==> src/rtl/core/ptld_pkg.sv <==
// Shared constants for the proximity-toggle LED dimmer.
`default_nettype none

package ptld_pkg;

    // Field widths
    localparam int unsigned LEVEL_W = 19;
    localparam int unsigned DIST_W  = 20;
    localparam int unsigned DUTY_W  = 14;
    localparam int unsigned PCT_W   = 7;

    // Item kinds
    localparam logic [1:0] KIND_TICK   = 2'd0;
    localparam logic [1:0] KIND_PACKET = 2'd1;
    localparam logic [1:0] KIND_DIST   = 2'd2;

    // Command ids
    localparam logic [7:0] CMD_MANUAL    = 8'h01;
    localparam logic [7:0] CMD_AUTOMATIC = 8'h02;
    localparam logic [7:0] CMD_ON        = 8'h03;
    localparam logic [7:0] CMD_OFF       = 8'h04;
    localparam logic [7:0] CMD_INTENSITY = 8'h05;

    // Configuration register indexes
    typedef enum logic [0:0] {
        CFG_NEAR = 1'b0,
        CFG_FAR  = 1'b1
    } t_cfg_reg;

    // Levels and scaling
    localparam logic [LEVEL_W-1:0] FULL_LEVEL       = 19'd350000;
    localparam logic [11:0]        STEP_PER_PERCENT = 12'd3500;
    localparam logic [PCT_W-1:0]   MAX_PERCENT      = 7'd100;

    // Threshold reset values
    localparam logic [DIST_W-1:0] NEAR_RESET = 20'd100000;
    localparam logic [DIST_W-1:0] FAR_RESET  = 20'd130000;

    // Divide by 35 as multiply by ceil(2^25 / 35), exact for any 19-bit level
    localparam int unsigned        RECIP_SHIFT = 25;
    localparam logic [19:0]        RECIP_35    = 20'd958699;

endpackage

`default_nettype wire

==> src/rtl/core/proximity_toggle_led_dimmer.sv <==
// Top level of the proximity-toggle LED dimmer: state update and result register.
`default_nettype none

// A brightness level ramps one step per tick toward a target; every transfer
// in yields exactly one result carrying the duty (level before the item divided
// by 35), the level and target after the item, and the mode flag. Items are
// taken one per clock while the input is not stalled: state is updated in the
// cycle of the transfer and the result appears in the output register on the
// next cycle. New items are refused only while a result waits under output stall.
// Thresholds are written through the configuration channel, which is always
// ready; the divide by 35 is one reciprocal multiply ahead of the output reg.
module proximity_toggle_led_dimmer (
    input  wire logic        i_clk,
    input  wire logic        i_rst_n,
    // input channel
    input  wire logic        i_in_valid,
    output logic             o_in_stall,
    input  wire logic [1:0]  i_mode,
    input  wire logic [7:0]  i_packet_type,
    input  wire logic [7:0]  i_packet_data,
    input  wire logic [19:0] i_distance,
    // result channel
    output logic             o_out_valid,
    input  wire logic        i_out_stall,
    output logic [13:0]      o_duty,
    output logic [18:0]      o_level,
    output logic [18:0]      o_target,
    output logic             o_auto_mode,
    // configuration channel
    input  wire logic        i_cfg_valid,
    output logic             o_cfg_ready,
    input  wire logic [0:0]  i_cfg_index,
    input  wire logic [19:0] i_cfg_data
);

    localparam int unsigned LW = ptld_pkg::LEVEL_W;
    localparam int unsigned DW = ptld_pkg::DIST_W;
    localparam int unsigned PW = LW + 20;

    // State
    logic [LW-1:0] r_level, n_level;
    logic [LW-1:0] r_target, n_target;
    logic          r_auto, n_auto;
    logic          r_latch, n_latch;
    logic [DW-1:0] r_near, r_far;

    // Result register
    logic                       r_out_valid;
    logic [ptld_pkg::DUTY_W-1:0] r_duty;
    logic [LW-1:0]              r_out_level, r_out_target;
    logic                       r_out_auto;

    logic                       in_xfer;
    logic                       out_xfer;
    logic [PW-1:0]              duty_prod;
    logic [ptld_pkg::PCT_W-1:0] pct;
    logic [LW-1:0]              pct_level;

    // Handshakes
    assign in_xfer     = i_in_valid && !o_in_stall;
    assign out_xfer    = r_out_valid && !i_out_stall;
    assign o_in_stall  = r_out_valid && i_out_stall;
    assign o_cfg_ready = 1'b1;

    // Duty from the level before the item
    assign duty_prod = PW'(r_level) * PW'(ptld_pkg::RECIP_35);

    // Intensity percent, saturated, scaled to a level
    always_comb begin
        if (i_packet_data > 8'(ptld_pkg::MAX_PERCENT)) begin
            pct = ptld_pkg::MAX_PERCENT;
        end else begin
            pct = i_packet_data[ptld_pkg::PCT_W-1:0];
        end
        pct_level = LW'(pct) * LW'(ptld_pkg::STEP_PER_PERCENT);
    end

    // Next state for one item
    always_comb begin
        n_level  = r_level;
        n_target = r_target;
        n_auto   = r_auto;
        n_latch  = r_latch;
        unique case (i_mode)
            ptld_pkg::KIND_TICK: begin
                if (r_level > r_target) begin
                    n_level = r_level - LW'(1);
                end else if (r_level < r_target) begin
                    n_level = r_level + LW'(1);
                end
            end
            ptld_pkg::KIND_PACKET: begin
                unique case (i_packet_type)
                    ptld_pkg::CMD_MANUAL:    n_auto = 1'b0;
                    ptld_pkg::CMD_AUTOMATIC: n_auto = 1'b1;
                    ptld_pkg::CMD_ON: begin
                        if (!r_auto) n_target = ptld_pkg::FULL_LEVEL;
                    end
                    ptld_pkg::CMD_OFF: begin
                        if (!r_auto) n_target = '0;
                    end
                    ptld_pkg::CMD_INTENSITY: begin
                        if (!r_auto) n_target = pct_level;
                    end
                    default: ;
                endcase
            end
            ptld_pkg::KIND_DIST: begin
                // toggle check first, release check second
                if (i_distance < r_near && !r_latch) begin
                    if (r_auto) begin
                        n_target = (r_target != '0) ? '0 : ptld_pkg::FULL_LEVEL;
                    end
                    n_latch = 1'b1;
                end
                if (i_distance > r_far) begin
                    n_latch = 1'b0;
                end
            end
            default: ;
        endcase
    end

    // State registers
    always_ff @(posedge i_clk) begin
        if (!i_rst_n) begin
            r_level  <= '0;
            r_target <= '0;
            r_auto   <= 1'b0;
            r_latch  <= 1'b0;
        end else if (in_xfer) begin
            r_level  <= n_level;
            r_target <= n_target;
            r_auto   <= n_auto;
            r_latch  <= n_latch;
        end
    end

    // Threshold registers
    always_ff @(posedge i_clk) begin
        if (!i_rst_n) begin
            r_near <= ptld_pkg::NEAR_RESET;
            r_far  <= ptld_pkg::FAR_RESET;
        end else if (i_cfg_valid && o_cfg_ready) begin
            unique case (ptld_pkg::t_cfg_reg'(i_cfg_index))
                ptld_pkg::CFG_NEAR: r_near <= i_cfg_data;
                ptld_pkg::CFG_FAR:  r_far  <= i_cfg_data;
                default: ;
            endcase
        end
    end

    // Result valid
    always_ff @(posedge i_clk) begin
        if (!i_rst_n) begin
            r_out_valid <= 1'b0;
        end else if (in_xfer) begin
            r_out_valid <= 1'b1;
        end else if (out_xfer) begin
            r_out_valid <= 1'b0;
        end
    end

    // Result payload
    always_ff @(posedge i_clk) begin
        if (in_xfer) begin
            r_duty       <= duty_prod[ptld_pkg::RECIP_SHIFT +: ptld_pkg::DUTY_W];
            r_out_level  <= n_level;
            r_out_target <= n_target;
            r_out_auto   <= n_auto;
        end
    end

    assign o_out_valid = r_out_valid;
    assign o_duty      = r_duty;
    assign o_level     = r_out_level;
    assign o_target    = r_out_target;
    assign o_auto_mode = r_out_auto;

    // Checks
    a_level_range: assert property (@(posedge i_clk) disable iff (!i_rst_n)
        r_level <= ptld_pkg::FULL_LEVEL)
        else $error("level above full scale");

    a_target_range: assert property (@(posedge i_clk) disable iff (!i_rst_n)
        r_target <= ptld_pkg::FULL_LEVEL)
        else $error("target above full scale");

    a_level_step: assert property (@(posedge i_clk) disable iff (!i_rst_n)
        (r_level == $past(r_level)) || (r_level == $past(r_level) + LW'(1))
        || (r_level == $past(r_level) - LW'(1)))
        else $error("level moved by more than one step");

    a_result_follows: assert property (@(posedge i_clk) disable iff (!i_rst_n)
        in_xfer |=> r_out_valid)
        else $error("accepted item produced no result");

    a_level_only_on_tick: assert property (@(posedge i_clk) disable iff (!i_rst_n)
        (in_xfer && i_mode != ptld_pkg::KIND_TICK) |=> $stable(r_level))
        else $error("level moved on a non-tick item");

endmodule

`default_nettype wire
==> config.mk <==
export PLATFORM = sky130hd
export DESIGN_NAME = proximity_toggle_led_dimmer
export DESIGN_NICKNAME = d
export VERILOG_FILES = /design/src/rtl/core/ptld_pkg.sv /design/src/rtl/core/proximity_toggle_led_dimmer.sv
export SDC_FILE = /design/constraint.sdc
export NUM_CORES = 1
export LEC_CHECK = 0
export ABC_AREA = 1
export BUFFER_PORTS_ARGS = -buffer_cell sky130_fd_sc_hd__buf_2
export CAP_MARGIN = 20
export CELL_PAD_IN_SITES_DETAIL_PLACEMENT = 1
export CELL_PAD_IN_SITES_GLOBAL_PLACEMENT = 2
export CORE_MARGIN = 2
export CORE_UTILIZATION = 34
export CTS_BUF_LIST = sky130_fd_sc_hd__clkbuf_8
export CTS_CLUSTER_SIZE = 24
export DETAILED_ROUTE_END_ITERATION = 16
export GPL_ROUTABILITY_DRIVEN = 0
export PLACE_DENSITY_LB_ADDON = 0.1
export REMOVE_ABC_BUFFERS = 1
export SLEW_MARGIN = 10
export SYNTH_ARGS = -nofsm -noshare
export SYNTH_HDL_FRONTEND = slang
export SYNTH_SLANG_ARGS = --single-unit
==> constraint.sdc <==
create_clock -name i_clk -period 5.45 [get_ports i_clk]
set_clock_uncertainty 0.1 [all_clocks]
set_input_delay 1.635 -clock i_clk [delete_from_list [all_inputs] [get_ports i_clk]]
set_output_delay 1.635 -clock i_clk [all_outputs]
set_load 0.1 [all_outputs]
# After elaboration in Yosys (flattened, before gate mapping)
# Cells that the tools add are included.
[word_totals]
register_bits = 134
input_bits = 64
output_inout_bits = 56
word_cells = 60
[classes]
addsub = 2
multipliers = 2
order_cmp = 5
eq_ne = 7
n_mux = 18
n_bitwise = 1
n_reduce_logical = 14
[op_table]
columns = ["operator", "n"]
rows = [
  ["19-bit 2-to-1 mux", 9],
  ["19-bit one-hot mux with 3 select lines", 1],
  ["19-bit by 20-bit multiplier with 39-bit output (second input constant)", 1],
  ["19-bit one-hot mux with 2 select lines", 1],
  ["20-bit greater-than comparator", 1],
  ["20-bit less-than comparator", 1],
  ["19-bit by 1-bit adder with 19-bit output (second input constant)", 1],
  ["19-bit greater-than comparator", 1],
  ["19-bit less-than comparator", 1],
  ["19-bit nonzero test", 1],
  ["19-bit by 1-bit subtractor with 19-bit output (second input constant)", 1],
  ["7-bit by 10-bit multiplier with 17-bit output (second input constant)", 1],
  ["8-bit by 2-bit == test with 1-bit output (second input constant)", 2],
  ["8-bit by 3-bit == test with 1-bit output (second input constant)", 2],
  ["8-bit by 1-bit == test with 1-bit output (second input constant)", 1],
  ["8-bit by 7-bit greater-than comparator with 1-bit output (second input constant)", 1],
  ["7-bit 2-to-1 mux", 1],
  ["1-bit 2-to-1 mux", 5],
  ["1-bit logical AND", 4],
  ["2-bit AND reduction", 2],
  ["2-bit nonzero test", 2],
  ["1-bit logical NOT", 3],
  ["3-bit AND reduction", 1],
  ["2-bit by 1-bit == test with 1-bit output (second input constant)", 1],
  ["4 further kinds", 4],
]

# Logic depth before layout (Yosys ltp)
# Gate-level depths: netlist (run 1).
[depth]
word_depth = 6
ltp_mapped = 28
ltp_nobuf = 28

# Least setup slack after synthesis (run 1)
# No wires, ideal clock.
[synth_path]
path_type = "input port to flip-flop"
from = "in i_packet_data[0]"
to = "reg r_out_target[16] (netlist: o_target[16]) (data pin)"
setup_time_ns = 0.251
t_arrival_ns = 5.451
t_required_ns = 5.099
slack_ns = -0.352
stages = 26
path_buffers = 0
cell_sequence = "o21ai_0 > nand3_1 > nand3_1 > nand2_1 > or2_2 > ha_1 > inv_1 > fa_1 > inv_1 > fa_1 > fa_1 > ha_1 > nand2_1 > inv_1 > a21oi_1 > nand2_1 > nand2_1 > nand2_1 > nand2_1 > nand3_1 > nand2_1 > nand2_1 > nand2_1 > nand3_1 > nand2_1 > inv_1"
[synth_between]
elab_chain_len = 6
[synth_rtl]
columns = ["element", "line_no", "source"]
rows = [
  ["start, declared", "proximity_toggle_led_dimmer.sv:20", "input wire logic [7:0] i_packet_data,"],
  ["8-bit by 7-bit greater-than comparator with 1-bit output", "proximity_toggle_led_dimmer.sv:70", "if (i_packet_data > 8'(ptld_pkg::MAX_PERCENT)) begin"],
  ["7-bit 2-to-1 mux (*)", "proximity_toggle_led_dimmer.sv:70", ""],
  ["7-bit by 10-bit multiplier with 17-bit output (*)", "proximity_toggle_led_dimmer.sv:75", "pct_level = LW'(pct) * LW'(ptld_pkg::STEP_PER_PERCENT);"],
  ["19-bit 2-to-1 mux (*)", "proximity_toggle_led_dimmer.sv:103", "if (!r_auto) n_target = pct_level;"],
  ["19-bit one-hot mux with 3 select lines (*)", "proximity_toggle_led_dimmer.sv:93", "unique case (i_packet_type)"],
  ["19-bit one-hot mux with 2 select lines (*)", "proximity_toggle_led_dimmer.sv:84", "unique case (i_mode)"],
  ["named net n_target[16]", "proximity_toggle_led_dimmer.sv:42", "logic [LW-1:0] r_target, n_target;"],
  ["end signal, assigned", "proximity_toggle_led_dimmer.sv:169", "r_out_target <= n_target;"],
  ["end, declared", "proximity_toggle_led_dimmer.sv:50", "logic [LW-1:0] r_out_level, r_out_target;"],
]
# Mark *: on every way through the listed nets, which the timed path passes. The rest lies on a longest branch.
# A chain may end at the register's enable or synchronous reset.

# Worst setup path after layout (run 1)
# Same ends and word-level chain as after synthesis.

==> results of run 1 <==
==> stage by stage <==
| step | total power [W] | TNS (ps) | hold slack [ps] | std cells | setup slack [ps] |
|---|---|---|---|---|---|
| after floorplan | 0.00511 | -147340 | 333 | 2202 | -2690 |
| after global placement | 0.00718 | -15370 | 350 | 3174 | -788 |
| after detailed placement | 0.00727 | -19320 | 355 | 3174 | -954 |
| after CTS | 0.00844 | 0 | 369 | 3206 | 2.78 |
| after global routing | 0.0100 | -1440 | 390 | 3215 | -187 |
| final | 0.00918 | -135 | 366 | 3215 | -87.9 |
==> how the worst min path moves through the flow <==
stage,end,slack [ps],cells after the start
floorplan,r_far[10]$_SDFFE_PN0P_,330,2
global placement,r_far[10]$_SDFFE_PN0P_,350,2
detailed placement,r_far[19]$_SDFFE_PN0P_,350,2
CTS,r_near[8]$_SDFFE_PN0P_,370,2
global route,r_far[10]$_SDFFE_PN0P_,390,2
finish,r_far[10]$_SDFFE_PN0P_,370,2
==> cell usage in the layout, fill, tap and decap left out, types with 13 or more instances in the layout <==
master / count
buf_2: 116
nor2_1: 105
buf_4: 185
nand2_1: 463
o21ai_1: 22
ha_4: 28
inv_2: 15
nor3_1: 15
nor2_4: 15
dfxtp_1: 75
inv_1: 445
a21oi_2: 20
nor2_2: 13
ha_1: 245
nand2_2: 35
nand4_1: 43
xor2_1: 35
clkbuf_8: 17
nand3_2: 23
a21oi_1: 117
fa_1: 128
o21ai_0: 80
nand3_1: 91
o211ai_1: 20
edfxtp_1: 53
==> what timing repair did <==
action / in CTS / in global routing
pin swaps: 5 / 78
setup buffers: 0 / 8
hold endpoints to repair: 0 / 0
endpoints found under the setup margin: 26 / 35
gates resized for setup: 36 / 190
hold buffers: 0 / 0
==> routing by layer <==
metal  global-route usage, %  wire, um  up-vias
met5                       0         0        -
met4                    9.23      2310        0
met3                    2.55      1070       97
met2                    45.2     32400      189
met1                    27.1     25400     7750
li1                        -         -     7755
==> report_power, final <==
part           switching, W  internal [W]  total, W
clock              0.000499      0.000510   0.00101
combinational       0.00423       0.00266   0.00689
sequential        0.0000632       0.00122   0.00128
==> flip-flops by register name, indices dropped and copies added (netlist names) <==
name and cells:
r_auto 1, o_out_valid 1, o_auto_mode 1, r_level 19, r_near 20, r_latch 1
o_duty 14, o_target 19, r_far 20, r_target 19, o_level 19
==> critical path, stage by stage <==
cell and delay, ps:
buf_6 90, o21ai_2 130, nand3_1 100, nand3_2 110, nand2_4 80, or2_4 270
ha_4 290, inv_2 40, fa_2 520, inv_2 40, fa_2 530, fa_1 450
ha_4 320, nand2_4 70, nor2_2 80, nand2_1 80, nand2_2 100, nand2_2 70
buf_6 120, nand3_2 50, nand3_2 100, nand2_1 120, nand2_1 50, nand2_1 80
nand3_2 70, nand2_2 100, inv_1 40
==> cells by family after synthesis <==
group           Yosys count  synth area share [%]
xor+xnor                 43                  2.21
fa+ha+maj               414                  36.5
other cells               1                0.0220
buf+inv                 509                  11.4
simple gates            841                  21.0
compound gates          308                  9.99
flops                   134                  18.9
==> cell type report <==
class / count / area share, %
Multi-Input combinational cell: 1607 / 60.7
Sequential cell: 134 / 15.3
Timing Repair Buffer: 308 / 9.73
Inverter: 461 / 8.20
Tap cell: 672 / 3.98
Clock buffer: 17 / 1.11
Clock inverter: 15 / 1.01
Antenna cell: 1 / 0.0118
==> metrics.txt, run 1 <==
CTS Buf Count=17; Clock Latency Late Sink=~550 ps; Multi-input gate area=around 13000 um^2; critical path class=in -> reg; most frequent cells after synthesis=499 x nand2_1, 456 x inv_1, 277 x ha_1, 140 x a21oi_1, 137 x fa_1; nets=3007; Critical Path RT=about 5700 ps; clk buf depth=2; Initial DRT Pass Iterations=4; Synth Flop Type=dfxtp_1; final non-filler cell area=around 21000 um^2; violated checks=negative setup slack; Synth Warn #=0; Finish-stage setup viols=4; via count=approximately 16000; Async SR Flop Fraction=0%; Hold Crit Class=reg -> reg; total wire length=about 60 mm; P_leak=11.2 nW; HPWL after DPL=about 50 mm; Tmin final=approximately 5500 ps; Worst Hold Launch=r_far[10]$_SDFFE_PN0P_; final hold violation count=0; die area=51900 um^2; IO Pins=120; register-to-register setup slack=about 130 ps; Area growth, synth to finish=24.1%; die width=~230 um; most common cell in the synthesized netlist=nand2_1; Row Count=about 80; Syn Std Cell Area=roughly 17000 um^2; RSZ-0062 raised after global routing=yes; CTS tree=yes; area leader, netlist=ha_1; Unique masters post-synth=53; Clock transition at path regs=~80 ps; Power Density=about 430 nW/um^2; # Max-Cap Violations=0; root buf cell=clkbuf_8; worst-margin pin slew=around 940 ps; crit path DAT=~5700 ps; Max VDD drop=499 uV; initial antenna violation count=1; CP Launch Type=primary input; CP startpoint=i_packet_data[0]; Worst Setup End Kind=flop; syn_area_per_cell=7.57 um^2; reg2reg start=r_level[10]$_SDFFE_PN0P_; layout cells sized above 1=between 20% and 30%; Tot GR Track Use=23.8%; Die Span Y=roughly 230 um; worst r2r dst=o_duty[2]$_DFFE_PP_; sequential share of the synthesized area=18.9%; worst reg-to-reg path cell count=17; status=finished with violations; Synth top area share=roughly 20%; f_max=approximately 180 MHz; remaining global-route overflow=0; vias in the first global route=between 15000 and 20000; Initial DRC Count=around 600; global-route wire length before repair=96.1 mm; post-DR vias/cell=4.91; Worst slew margin=between 30% and 40%; Synth Instances=approximately 2300; top post-synthesis cells by area=ha_1 20%, fa_1 16%, nand2_1 11%, inv_1 10%, dfxtp_1 9.5%; DRC viols=0; register cell area after layout=~3200 um^2; PortBufs=approximately 120; clock sink count=around 130; Antenna Violating Nets Remaining=0; Synth Register Bits=approximately 130; Final Max Tran Viols=0; # fillers=around 6100; DP Area=roughly 20000 um^2; largest net degree at the start of global routing=around 110; CP max FO=6; EDFF count, synth=53; Initial Util=about a third; Tcrit/Tclk final=102%; wire per inst=between 15 and 20 um; Final WS setup=-87.9 ps; Core ar.=between 40000 and 50000 um^2; H-tree depth=4; Final Util=between 40% and 50%; Worst Setup EP=o_target[16]$_DFFE_PP_
(Power assumes the default switching activity.)
==> run 2: changes to the inputs <==
- ABC_CLOCK_PERIOD_IN_PS: default -> 5400
- CELL_PAD_IN_SITES_GLOBAL_PLACEMENT: 2 -> 1
- CORE_UTILIZATION: 34 -> 48
- clock period: 5.45 -> 5.4 ns (I/O delays scaled with it)
==> run 2 against run 1 <==
Compared with the run above: non-clock buffer count decreased by 33; largest power group unchanged; sequential cell count stayed put; via count grew 6.9%; the flow still finishes with violations (negative setup slack).
==> metrics.txt, run 2 (same netlist as run 1, synthesis figures left out) <==
post-DR vias/cell=5.69 (+16%); Tcrit/Tclk final=110%; Die Span Y=192 um (-16%); Max VDD drop=418 uV (-16%); Clock Latency Late Sink=530 ps (-20 ps); Initial DRC Count=1111 (+83%); Core ar.=34700 um^2 (-30%); Tot GR Track Use=33.1% (+9.4 points); Critical Path RT=5580 ps (-70 ps); CP Launch Type=primary input; biggest regs=r_far x20, r_near x20; WP depth=25 (-7.4%); global-route wire length before repair=94.0 mm (-2.2%); commonest non-fill, non-tap cell in the layout=nand2_1; die width=192 um (-16%); Initial DRT Pass Iterations=6 (+2); register-to-register setup slack=-10 ps (-140 ps); Worst Setup End Kind=flop; vias in the first global route=17700 (+1.2%); Power Density=478 nW/um^2 (+10%); root buf cell=clkbuf_8; wire per inst=22.0 um (+15%); HPWL after DPL=47.7 mm (-4.6%); register cell area after layout=3240 um^2 (+0.43%); Final WS setup=-551 ps (-463 ps); status=finished with violations; DP Area=19000 um^2 (-3.1%); Antenna Violating Nets Remaining=0 (unchanged); Clock transition at path regs=100 ps (+20 ps); Bufs and invs on worst path=5 (unchanged); # fillers=4328 (-29%); IO Pins=120 (unchanged); diode count=0 (-1); worst reg-to-reg path cell count=16 (-1); Finish-stage setup viols=20 (+16); largest net degree at the start of global routing=63 (-44%); layout cells sized above 1=22.3% (+0.76 points); total wire length=65.1 mm (+6.4%); Worst Setup EP=o_target[13]$_DFFE_PP_; RSZ-0062 raised after global routing=yes; via count=16900 (+6.9%); Worst slew margin=40.1% (+2.6 points); Initial Util=49.1% (+15 points); final hold violation count=0 (unchanged); nets=2974 (-1.1%); Multi-input gate area=13000 um^2 (+1.6%); Area growth, synth to finish=22.4%; Crit-path slowest cell=fa_2; clk buf depth=2 (unchanged); Crit path max-delay family=adder cells; CP max FO=6 (unchanged); reg2reg start=r_level[13]$_SDFFE_PN0P_; final non-filler cell area=20800 um^2 (-1.3%); Post-CTS Hold Buffers=0 (unchanged); CP startpoint=i_packet_data[0]; Row Count=68 (-17%); violated checks=negative setup slack; die area=37000 um^2 (-29%); clock sink count=134 (unchanged); crit path DAT=6130 ps (+390 ps); CTS Buf Count=17 (unchanged); PortBufs=118 (unchanged); DRC viols=0 (unchanged); critical path class=in -> reg; CTS tree=yes; H-tree depth=4 (unchanged); most frequent cells in the layout=455 x nand2_1, 436 x inv_1, 239 x ha_1, 147 x buf_4, 125 x fa_1; initial antenna violation count=0 (-1); CP peak stage delay=610 ps (+80 ps); remaining global-route overflow=0 (unchanged); Final Max Tran Viols=0 (unchanged); worst-margin pin slew=897 ps (-39.1 ps); # Max-Cap Violations=0 (unchanged); worst r2r dst=o_duty[12]$_DFFE_PP_; f_max=approximately 170 MHz; Tmin final=slightly below 6000 ps; Hold Worst Slack=369 ps (+2.65 ps); Hold Crit Class=reg -> reg; P_leak=11.1 nW (-1.3%)
## run 2: cell types whose count changed in the layout (fill, tap and decap cells not counted), moves of 8 or more
cell | previous run | this run
inv_1 | 445 | 436
dfxtp_1 | 75 | 66
a21oi_1 | 117 | 108
inv_2 | 15 | 23
nand2_1 | 463 | 455
buf_4 | 185 | 147
dfxtp_2 | 5 | 13
## run 2: worst reg2reg max path, cell delays in order, from the launching register on
cell and delay, ps:
dfxtp_1 320, inv_1 170, fa_1 470, fa_1 630
inv_1 100, fa_2 580, fa_1 440, fa_2 450
fa_2 630, ha_4 230, nand2_1 70, nand2_1 120
a31oi_2 240, o21ai_2 100, o21ai_1 200, nand3_2 150
xor2_1 170
## run 2: how the worst min path moves through the flow
stage	start	to	slack, ps	cells after the start
after detailed placement	r_near[4]$_SDFFE_PN0P_	r_near[4]$_SDFFE_PN0P_	360	2
after global placement	r_near[1]$_SDFFE_PN0P_	r_near[1]$_SDFFE_PN0P_	350	2
after global routing	r_near[4]$_SDFFE_PN0P_	r_near[4]$_SDFFE_PN0P_	390	2
after floorplan	r_far[10]$_SDFFE_PN0P_	r_far[10]$_SDFFE_PN0P_	330	2
final	r_near[13]$_SDFFE_PN0P_	r_near[13]$_SDFFE_PN0P_	370	2
after CTS	r_near[4]$_SDFFE_PN0P_	r_near[4]$_SDFFE_PN0P_	370	2
## run 2: through the flow
stage          total power [W]  worst slack, ps  std cells  util, %  setup TNS [ps]
2_1_floorplan          0.00516            -2720       2202        -         -150950
3_3_place_gp           0.00679             -744       2912     54.8          -13470
3_5_place_dp           0.00707             -948       2912     54.8          -20610
4_1_cts                0.00857            -51.3       2946     57.1           -51.3
5_1_grt                 0.0105             -619       2964     60.1          -10490
6_report               0.00996             -551       2964     60.1           -7060
## run 2: layout make-up
type | instances | share of cell area, %
Clock inverter | 13 | 0.876
Inverter | 461 | 8.31
Clock buffer | 19 | 1.25
Sequential cell | 134 | 15.5
Tap cell | 455 | 2.73
Timing Repair Buffer | 275 | 8.77
Multi-Input combinational cell | 1607 | 62.5
## run 2: metal layers
layer	global-route usage (%)	wire [um]	part of all wire, %
met1	38.9	25400	39
met3	5.11	3490	5.4
met5	0	0	0
met2	59.8	32800	50
met4	14.3	3400	5.2
## run 2: repair_timing
item	in CTS	in global routing
pin swaps	21	92
setup endpoints to repair	35	36
gates resized for setup	66	230
buffers inserted	2	18
## run 2: report_power, final
part	total (W)	internal [W]	switching (W)
Combinational	0.00764	0.00282	0.00482
Clock	0.00102	0.000497	0.000525
Sequential	0.00130	0.00123	0.0000699
